$ cat config.mk
export PLATFORM = sky130hd
export DESIGN_NAME = rbs_select
export DESIGN_NICKNAME = d
export VERILOG_FILES = /design/src/hw/rtl/rbs_pkg.sv /design/src/hw/rtl/rbs_select.sv
export SDC_FILE = /design/constraint.sdc
export NUM_CORES = 1
export LEC_CHECK = 0
export BUFFER_PORTS_ARGS = -buffer_cell sky130_fd_sc_hd__buf_2
export CAP_MARGIN = 20
export CORE_ASPECT_RATIO = 1.25
export CORE_MARGIN = 2
export CORE_UTILIZATION = 46
export CTS_CLUSTER_SIZE = 10
export DETAILED_ROUTE_END_ITERATION = 6
export PLACE_DENSITY = 0.73
export SYNTH_ARGS = -nofsm -noshare
export SYNTH_HDL_FRONTEND = slang
export SYNTH_SLANG_ARGS = --single-unit
$ cat constraint.sdc
create_clock -name clk -period 11.2 [get_ports clk]
set_clock_uncertainty 0.2 [all_clocks]
set_input_delay 0 -clock clk [delete_from_list [all_inputs] [get_ports clk]]
set_output_delay 0 -clock clk [all_outputs]
set_load 0.005 [all_outputs]
$ cat src/hw/rtl/rbs_pkg.sv
// rbs_pkg: shared types, constants and arithmetic helpers for the ray/box slab block.
// No dependencies; every other file in hw/rtl imports it.
package rbs_pkg;

  localparam int WORD_W            = 32;
  localparam int FRAC_W            = 16;
  localparam int EPS_W             = 16;
  localparam int DIST_W            = 31;
  localparam int FACE_W            = 3;
  localparam int AXES              = 3;
  localparam int SLABS             = 2 * AXES;
  localparam int DIV_QW            = 32;
  localparam int DIV_STEPS_PER_STG = 2;
  localparam int DIV_STAGES        = DIV_QW / DIV_STEPS_PER_STG;
  localparam int SEL_STAGES        = 2;
  localparam int PNT_STAGES        = 2;
  localparam int NSTAGE            = 1 + DIV_STAGES + SEL_STAGES + PNT_STAGES;

  localparam logic signed [WORD_W-1:0] T_HI = 32'sh7FFF_FFFF;
  localparam logic signed [WORD_W-1:0] T_LO = 32'sh8000_0000;
  localparam logic [WORD_W-1:0]        Q_NEG_LIMIT = 32'h8000_0000;
  localparam logic [FACE_W-1:0]        FACE_UPPER_OFS = 3'd3;

  localparam logic signed [WORD_W-1:0] RST_BOX_MIN = 32'sd0;
  localparam logic signed [WORD_W-1:0] RST_BOX_MAX = 32'sd65536;
  localparam logic [EPS_W-1:0]         RST_MIN_DIST = 16'd7;

  typedef enum logic [2:0] {
    REG_BOX_MIN_X    = 3'd0,
    REG_BOX_MIN_Y    = 3'd1,
    REG_BOX_MIN_Z    = 3'd2,
    REG_BOX_MAX_X    = 3'd3,
    REG_BOX_MAX_Y    = 3'd4,
    REG_BOX_MAX_Z    = 3'd5,
    REG_MIN_DISTANCE = 3'd6
  } cfg_reg_t;

  typedef logic signed [WORD_W-1:0] word_t;
  typedef word_t [AXES-1:0]         vec3_t;

  typedef struct packed {
    logic signed [WORD_W-1:0] origin_x;
    logic signed [WORD_W-1:0] origin_y;
    logic signed [WORD_W-1:0] origin_z;
    logic signed [WORD_W-1:0] direction_x;
    logic signed [WORD_W-1:0] direction_y;
    logic signed [WORD_W-1:0] direction_z;
  } ray_in_t;

  typedef struct packed {
    logic                     is_hit;
    logic [DIST_W-1:0]        hit_distance;
    logic [FACE_W-1:0]        face_index;
    logic signed [WORD_W-1:0] hit_point_x;
    logic signed [WORD_W-1:0] hit_point_y;
    logic signed [WORD_W-1:0] hit_point_z;
  } hit_out_t;

  // per-slab side info that rides alongside the divider
  typedef struct packed {
    logic q_neg;     // quotient sign
    logic div_zero;  // direction component is zero
    logic diff_pos;
    logic diff_neg;
  } slab_flag_t;

  typedef struct packed {
    vec3_t                   o;
    vec3_t                   d;
    slab_flag_t [SLABS-1:0]  fl;
  } slab_ctx_t;

  // one restoring step: {quotient bit, new remainder}
  function automatic logic [DIV_QW:0] div_step(input logic [DIV_QW-1:0] r,
                                                input logic [DIV_QW-1:0] dv,
                                                input logic              b);
    logic [DIV_QW:0] t;
    logic [DIV_QW:0] dx;
    t  = {r, b};
    dx = {1'b0, dv};
    if (t >= dx) begin
      return {1'b1, DIV_QW'(t - dx)};
    end else begin
      return {1'b0, t[DIV_QW-1:0]};
    end
  endfunction

  // quotient magnitude plus side info -> saturated signed Q16.16 distance
  function automatic word_t slab_sat(input logic [DIV_QW-1:0] q,
                                     input logic              ovf,
                                     input slab_flag_t        f);
    word_t res;
    if (f.div_zero) begin
      res = f.diff_pos ? T_HI : (f.diff_neg ? T_LO : '0);
    end else if (f.q_neg) begin
      res = (ovf || (q > Q_NEG_LIMIT)) ? T_LO : word_t'(-q);
    end else begin
      res = (ovf || q[DIV_QW-1]) ? T_HI : word_t'(q);
    end
    return res;
  endfunction

endpackage

$ cat src/hw/rtl/rbs_select.sv
// rbs_select: saturates slab distances, picks entry/exit with faces, then hit test.
// Depends on rbs_pkg. Two register stages.
module rbs_select (
  input  logic                                   clk,
  input  logic [rbs_pkg::SEL_STAGES-1:0]          en,
  input  logic [rbs_pkg::SLABS-1:0][rbs_pkg::DIV_QW-1:0] q,
  input  logic [rbs_pkg::SLABS-1:0]              ovf,
  input  rbs_pkg::slab_flag_t [rbs_pkg::SLABS-1:0] fl,
  input  logic [rbs_pkg::AXES-1:0]               dneg,
  input  logic [rbs_pkg::EPS_W-1:0]              eps,
  output logic                                   hit,
  output rbs_pkg::word_t                         t,
  output logic [rbs_pkg::FACE_W-1:0]             f
);
  import rbs_pkg::*;

  word_t             tn [AXES];
  word_t             tx [AXES];
  logic [FACE_W-1:0] fn [AXES];
  logic [FACE_W-1:0] fx [AXES];
  word_t             t0_nx, t1_nx, t0, t1, eps_w;
  logic [FACE_W-1:0] f0_nx, f1_nx, f0, f1;

  always_comb begin
    for (int i = 0; i < AXES; i++) begin
      tn[i] = slab_sat(q[i], ovf[i], fl[i]);
      tx[i] = slab_sat(q[i+AXES], ovf[i+AXES], fl[i+AXES]);
      fn[i] = dneg[i] ? FACE_W'(i) + FACE_UPPER_OFS : FACE_W'(i);
      fx[i] = dneg[i] ? FACE_W'(i) : FACE_W'(i) + FACE_UPPER_OFS;
    end
    // entry: x unless y ties or wins; z only when strictly larger
    if (tn[0] > tn[1]) begin
      t0_nx = tn[0]; f0_nx = fn[0];
    end else begin
      t0_nx = tn[1]; f0_nx = fn[1];
    end
    if (tn[2] > t0_nx) begin
      t0_nx = tn[2]; f0_nx = fn[2];
    end
    if (tx[0] < tx[1]) begin
      t1_nx = tx[0]; f1_nx = fx[0];
    end else begin
      t1_nx = tx[1]; f1_nx = fx[1];
    end
    if (tx[2] < t1_nx) begin
      t1_nx = tx[2]; f1_nx = fx[2];
    end
  end

  always_ff @(posedge clk) begin
    if (en[0]) begin
      t0 <= t0_nx;
      t1 <= t1_nx;
      f0 <= f0_nx;
      f1 <= f1_nx;
    end
  end

  assign eps_w = word_t'({(WORD_W-EPS_W)'(0), eps});

  always_ff @(posedge clk) begin
    if (en[1]) begin
      hit <= (t0 < t1) && (t1 > eps_w);
      t   <= (t0 > eps_w) ? t0 : t1;
      f   <= (t0 > eps_w) ? f0 : f1;
    end
  end

endmodule

# == After elaboration in Yosys (flattened, before gate mapping) ==
# Cells that the tools add are included.
# op_classes
add_sub_neg,6
bitwise,0
n_eq_ne,0
shifts,0
reduce_logical,13
magnitude_cmp,13
n_mux,52
div,0
n_mul,0
# ops
op,count
$mux W32,41
$gt A32 B32 Y1 const B,6
$neg A32 Y32,6
$lt A32 B32 Y1,3
$gt A32 B17 Y1,2
$gt A32 B32 Y1,2
$mux W3,9
$logic_or A1 B1 Y1,12
$mux W2,2
$logic_and A1 B1 Y1,1
# word_totals
regBits,106
ram_bits,0
latch_bits,0
rom_bits,0
input_bits,244
memories,0

# == Longest topological paths before layout ==
# Gate-level depths: netlist of the first run.
# logic_depth
depth_word,9
depth_mapped,36
mapped_depth_nobuf,30

# == Least setup slack after synthesis of the first run ==
# Ideal clock, no wire load.
# synth_path
path_kind,input port to flip-flop
from,input q[0] (netlist bit)
to,"register t0[10], data pin"
cell_stages,34
required_time_ns,10.826
arrival_ns,7.582
slack_ns,3.244
path_cell_list,inv_1 -> ha_1 -> or3b_2 -> nor4_1 -> and4_1 -> clkbuf_1 -> a21oi_1 -> a21oi_1 -> a21oi_1 -> inv_1 -> ha_1 -> a21o_1 -> a21o_1 -> a21oi_1 -> nor2_1 -> or4_1 -> a21o_1 -> o221a_2 -> clkbuf_1 -> nor2_1 -> clkbuf_1 -> clkbuf_1 -> o21ai_0 -> ha_1 -> nor2b_1 -> o21a_1 -> o21ai_0 -> a21oi_1 -> o31a_1 -> o41a_1 -> nor3_1 -> clkbuf_1 -> a211oi_1 -> a311oi_1
# synth_via
elab_chain_len,9
# synth_lines
item,line_no,source
start: declaration,rbs_select.sv:6,"input logic [rbs_pkg::SLABS-1:0][rbs_pkg::DIV_QW-1:0] q,"
$gt A32 B32 Y1,rbs_pkg.sv:96,res = (ovf || (q > Q_NEG_LIMIT)) ? T_LO : word_t'(-q);
$logic_or A1 B1 Y1,rbs_pkg.sv:96,
$mux W32,rbs_pkg.sv:96,
$mux W32 (*),rbs_pkg.sv:95,end else if (f.q_neg) begin
$mux W32 (*),rbs_pkg.sv:93,if (f.div_zero) begin
$gt A32 B32 Y1,rbs_select.sv:32,if (tn[0] > tn[1]) begin
$mux W32 (*),rbs_select.sv:32,
$gt A32 B32 Y1,rbs_select.sv:37,if (tn[2] > t0_nx) begin
$mux W32 (*),rbs_select.sv:37,
named net t0_nx[10],rbs_select.sv:21,"word_t t0_nx, t1_nx, t0, t1, eps_w;"
end signal: assignment,rbs_select.sv:52,t0 <= t0_nx;
end: declaration,rbs_select.sv:21,
# Mark *: on every way through the listed nets, which the timed path passes. The rest lies on a longest branch.
# A chain may end at the register's enable or synchronous reset.

# == Final worst setup path of the first run ==
# layout_path
from,input q[0] (netlist bit)
to,"register t0[11], data pin"
# The elaborated chain is that of the path after synthesis.

==> results of run 1 <==
metrics by stage:
step                hold slack, ns  std cells  cell area (um2)
floorplan                  -0.0875       2460            17700
global placement             0.142       3118            19400
detailed placement           0.143       3118            19400
CTS                         0.0254       3137            19800
global route                0.0671       3141            19800
finish                      0.0480       3141            19800
registers in the layout, indices dropped and copies added, names as in the netlist:
signal / count
f1: 3
f: 3
f0: 3
t: 32
t0: 32
t1: 32
hit: 1
cell families after synthesis:
family	after synthesis	synth area share, %
adder cells (fa/ha/maj)	195	13.8
multiplexers	64	3.72
flip-flops	106	18.0
AND/OR/NAND/NOR	952	26.5
buffers and inverters	283	6.06
XOR/XNOR	23	1.14
AO/OA/AOI/OAI	837	30.8
layout by cell type (no fill, tap or decap), types with 90 or more instances in the layout:
master / instances
buf_2: 279
nor2_1: 237
nand2_1: 225
a21oi_1: 203
ha_1: 195
o21ai_0: 177
inv_1: 143
edfxtp_1: 106
nor3_1: 93
nand3_1: 90
how the worst max path moves through the flow:
stage          from                to  slack, ns  cells after the start
6_report       q[0]  t0[11]$_DFFE_PP_       1.97                     32
5_1_grt        q[0]  t0[11]$_DFFE_PP_       1.38                     32
4_1_cts        q[0]  t0[11]$_DFFE_PP_       1.90                     32
3_5_place_dp   q[0]  t0[11]$_DFFE_PP_       1.52                     32
3_3_place_gp   q[0]  t0[11]$_DFFE_PP_       1.74                     32
2_1_floorplan  q[0]  t0[10]$_DFFE_PP_       3.24                     34
critical path, delay by kind of cell:
kind,cells,cell delay (ns)
AO/OA/AOI/OAI,14,3.42
adder cells (fa/ha/maj),3,0.74
buffers and inverters,5,1.14
AND/OR/NAND/NOR,10,3.82
final cells by class:
cell class | instances | area, um2
Sequential cell | 106 | 3180
Fill cell | 3740 | 18300
Timing Repair Buffer | 311 | 1650
Multi-Input combinational cell | 2071 | 13500
Antenna cell | 2 | 5.00
Tap cell | 492 | 616
Inverter | 144 | 541
Clock buffer | 9 | 225
Clock inverter | 6 | 51.3
timing repair:
| action | in CTS | in global routing |
|---|---|---|
| buffers inserted | 0 | 0 |
| endpoints found under the setup margin | 0 | 0 |
| hold buffers | 4 | 0 |
| endpoints found under the hold margin | 7 | 0 |
power by group through the flow:
stage	registers [mW]	logic (mW)	clock network [mW]
2_1_floorplan	0.706	1.11	0
3_3_place_gp	0.752	1.58	0
3_5_place_dp	0.753	1.64	0
4_1_cts	0.744	1.65	0.314
5_1_grt	0.760	1.84	0.328
6_report	0.749	1.68	0.309
per-layer routing:
| metal | vias to the layer above | routed length (um) | GRT usage [%] |
|---|---|---|---|
| met4 | 0 | 3840 | 16.7 |
| met1 | 9604 | 25900 | 37.6 |
| met3 | 183 | 4130 | 3.17 |
| met2 | 1046 | 32000 | 54.5 |
| met5 | - | 0 | 0 |
| li1 | 9738 | - | - |
==> impl_metrics.toml, run 1 <==
[run_status]
status = "finished clean"

[worst_setup_path]
cp_max_fo = 39
crit_slowest_cell = "or3_1"
worstReg2RegEnd = "t[28]$_DFFE_PP_"
cp.required_ns = 11.12
rrSetupSlack_ns = 7.56
worstSetupPathType = "in2reg"
cp_common_cell = "a21o_1"
critPathMaxStageDelay_ns = 0.68
r2r_cells = 12
startpoint_type = "input port"
crit_path_end_kind = "register"
crit_arrival_ns = 9.15
reg2reg_from = "t0[1]$_DFFE_PP_"

[logic_synthesis]
postSynthAreaPerCell_um2 = 7.20
synth_top_area_cell = "edfxtp_1"
synth_edf_count = 106
async_flop_share_pct = 0
syn-instance-count = 2460
ys_seq_area_share_pct = 18.0
yosysTopAreaCellShare_pct = 18.0
yosysUniqueCellTypes = 77
synth.cell_area_um2 = 17700
ys_top_cells_by_count = "nor2_1, nand2_1, a21oi_1"
ys.flop_type = "edfxtp_1"
ys_seq_elements = 106
yosysWarnings = 0
yosys.cell_count.top_type = "nor2_1"
synthTopCellsByArea = "edfxtp_1, ha_1, a21oi_1"
synth_nets = 2899

[global_route]
grt_first_pass_wirelength_um = 102000
globalRouteOverflowTotal = 0
globalRouteTotalUtil_pct = 31.2
first_global_vias = 18800
grt_max_degree = 72
antenna_found_initial = 2

[sta]
relSlewSlack_pct = 30.4
tightest_slew_ns = 1.04
rsz0062_at_grt = "false"
hold_viol = 0
period_minus_slack_ns = 9.23
tns_ns = 0
worst_slack_ns = 1.97
slew_viol_final = 0
fmax_mhz = 108
setup_violations = 0
fin_crit_sh_pct = 82.5

[placed_design]
gp_congestion = 1.05
io_buffers = 279
pre_cts_ws_ns = 1.52
dp_hpwl_um = 53000

[min_path]
worstHoldStart = "q[185]"
holdPathEnd = "t1[25]$_DFFE_PP_"
hold_class = "in2reg"
min_delay_path_depth = 4

[floorplan]
core_area_um2 = 38000
start_util_pct = 46.6
die_area_um2 = 40100
die_x_um = 180
num_io_pins = 280
num_rows = 80
die_h_um = 223

[clock_network]
clk_pin_slew_ns = 0.08
tritoncts = "built"
cts_sinks = 106
cts_htree_levels = 3
clk_latency_ns = 0.36
cts_made_buffers = 9
cts-resized-gates = 0
clk_path_buf_depth = 2
root_buffer = "clkbuf_16"

[cells_and_area]
syn2layout_area_growth_pct = 11.6
post-route-util_pct = 52.0
nets = 3082
drive_above_1_share_pct = 14.5

[pwr]
power.leakage_nw = 8.34
seq_power_share_pct = 27.3
intPower_mw = 1.44
power_switching_mw = 1.30
clkPwrFrac_pct = 11.3
switching_share_pct = 47.5
max-vdd-ir-drop_uv = 93.6
p_per_area_nw_per_um2 = 139
fin_total_pwr_mw = 2.74
combPwrFrac_pct = 61.4

[drt]
ant_nets = 0
wl_um = 65900
wire_per_inst_um = 21.0
first_iter_violations = 2000
drc = 0
viasPerCell = 6.55
dr.pass1.iters = 7
vias = 20600

[job]
drv_cap = 0
Note: power is estimated with default switching activity, not from simulation.
==> run 2: changes to the inputs <==
--- a/config.mk
+++ b/config.mk
@@ -5,6 +5,7 @@
 export SDC_FILE = /design/constraint.sdc
 export NUM_CORES = 1
 export LEC_CHECK = 0
+export ABC_AREA = 1
 export BUFFER_PORTS_ARGS = -buffer_cell sky130_fd_sc_hd__buf_2
 export CAP_MARGIN = 20
 export CORE_ASPECT_RATIO = 1.25
==> constraint.sdc (replaced) <==
create_clock -name clk -period 9.1 [get_ports clk]
set_clock_uncertainty 0.2 [all_clocks]
set_input_delay 0 -clock clk [delete_from_list [all_inputs] [get_ports clk]]
set_output_delay 0 -clock clk [all_outputs]
set_load 0.005 [all_outputs]
==> run 2 against run 1 <==
Cell area down 4.1%. Sequential share of layout area rose by 0.69 points. Sequential cell count unchanged. Register-to-register slack got worse by 1.7 ns. Global-route usage is 2.4 points lower. Combinational power rose by 19%. Cell count rose by 3.5%. Clock power increased by 28%. Worst setup slack got worse by 1.0 ns. Largest cell class unchanged. Highest routed layer is now met5.
==> impl_metrics.toml, run 2 <==
[worst_setup_path]
cp_max_fo = 37
worstSetupPathType = "in2reg"
crit_arrival_ns = 8.04
critPathMaxStageDelay_ns = 0.51
cp.required_ns = 8.99
startpoint_type = "input port"
crit_path_end_kind = "register"
crit_slowest_cell = "inv_1"
cp_common_cell = "nand2_1"

[drt]
drc = 0
viasPerCell = 5.78
dr.pass1.iters = 7
wl_um = 57000
vias = 18800
first_iter_violations = 1312
ant_nets = 0
wire_per_inst_um = 17.5

[cells_and_area]
drive_above_1_share_pct = 14.5
post-route-util_pct = 52.2
final_common_cell = "nand2_1"
largestRegisters = "t0 (32), t1 (32), t (32)"
final_cell_mix = "nand2_1, inv_1, buf_2, o21ai_0, nor2_1"
syn2layout_area_growth_pct = 11.7
nets = 3204
final_area_um2 = 19000

[sta]
rsz0062_at_grt = "false"
relSlewSlack_pct = 32.1
worst_slack_ns = 0.949
fin_crit_sh_pct = 89.6
slew_viol_final = 0
fmax_mhz = 123
tightest_slew_ns = 1.02
hold_viol = 0
hold_slack_ns = 0.0324
period_minus_slack_ns = 8.15
tns_ns = 0
setup_violations = 0

[run_status]
status = "finished clean"

[logic_synthesis]
yosysWarnings = 0
synth_nets = 3003
ys_seq_elements = 106
syn-instance-count = 2564
async_flop_share_pct = 0
yosysTopAreaCellShare_pct = 18.8
ys.flop_type = "edfxtp_1"
synth_top_area_cell = "edfxtp_1"
yosys.cell_count.top_type = "nand2_1"
synth.cell_area_um2 = 17000
postSynthAreaPerCell_um2 = 6.62
ys_top_cells_by_count = "nand2_1, inv_1, o21ai_0"
synthTopCellsByArea = "edfxtp_1, ha_1, nand2_1"
yosysUniqueCellTypes = 70
synth_edf_count = 106
ys_seq_area_share_pct = 18.8

[global_route]
globalRouteTotalUtil_pct = 28.7
globalRouteOverflowTotal = 0
antenna_found_initial = 6
grt_first_pass_wirelength_um = 89000
grt_max_degree = 71
first_global_vias = 17400

[placed_design]
post_dp_cell_area_um2 = 18600
gp_congestion = 0.971
dp_hpwl_um = 48000
pre_cts_ws_ns = 0.409
io_buffers = 279

[floorplan]
die_h_um = 219
die_area_um2 = 38500
start_util_pct = 46.7
core_area_um2 = 36300
num_rows = 78
die_x_um = 176
num_io_pins = 280

[pwr]
max-vdd-ir-drop_uv = 159
p_per_area_nw_per_um2 = 182
power.leakage_nw = 8.88

[clock_network]
clk_path_buf_depth = 2
cts_sinks = 106
root_buffer = "clkbuf_16"
clk_pin_slew_ns = 0.08
tritoncts = "built"
clk_latency_ns = 0.36
cts_htree_levels = 3
cts_made_buffers = 9

[min_path]
hold_class = "in2reg"

[job]
drv_cap = 0
run 2: cell count changes after synthesis, sizes merged, moves of 51 or more:
cell   delta
nand2   +329
a21o     -60
xor2     +51
a31oi    -53
nand3    +53
o21ai   +123
inv     +147
run 2: cells by family after synthesis:
logic type	after synthesis	share of synthesized area, %
and+or+nand+nor	1068	28.2
AOI/OAI and AO/OA	695	24.4
buffers and inverters	409	9.55
adders and majority gates	195	14.4
DFF	106	18.8
xor gates and xnor gates	91	4.70
run 2: power by group:
part	total (mW)	internal (mW)	switching, mW
logic	2.00	0.723	1.28
clock network	0.394	0.196	0.198
registers	1.05	0.858	0.189
run 2: through the flow:
step / cells / total power [mW]
finish: 3252 / 3.44
global route: 3250 / 3.76
CTS: 3250 / 3.42
detailed placement: 3229 / 3.02
global placement: 3229 / 2.94
floorplan: 2564 / 2.35
run 2: worst paths after layout:
kind | start | to | slack (ns) | cells after the start
max | q[32] | t0[12]$_DFFE_PP_ | 0.95 | 42
max reg2reg | t0[1]$_DFFE_PP_ | t[16]$_DFFE_PP_ | 5.87 | 12
min reg2reg | f0[1]$_DFFE_PP_ | f[1]$_DFFE_PP_ | 0.38 | 2
min | fl[0] | t0[31]$_DFFE_PP_ | 0.03 | 5
run 2: layer usage:
metal	share of wire (%)	track usage, %	up-vias
met4	4.2	11.9	8
met5	0.097	0	-
met2	49	51.5	649
met1	42	35.1	8652
met3	5.1	2.80	114
li1	-	-	9382
run 2: layout make-up:
cell class              count  area, um2
multi-input cells        2049      12200
repair buffers            299       1560
flip-flops and latches    106       3180
clock buffers               9        225
fillers                  3735      17400
well taps                 480        601
clock inverters             7       80.1
inverters                 300       1130
diodes                      2       5.00
run 2: critical path: cells and delay by family:
kind / cells / cell delay (ns)
AOI/OAI and AO/OA: 13 / 2.18
buffers and inverters: 7 / 1.52
adders and majority gates: 3 / 0.94
and+or+nand+nor: 17 / 2.97
xor gates and xnor gates: 2 / 0.43
run 2: what timing repair did:
action,4_1_cts,5_1_grt
hold buffers,5,0
setup endpoints to repair,0,33
gates resized for setup,0,1
hold endpoints to repair,7,0
setup buffers,0,0
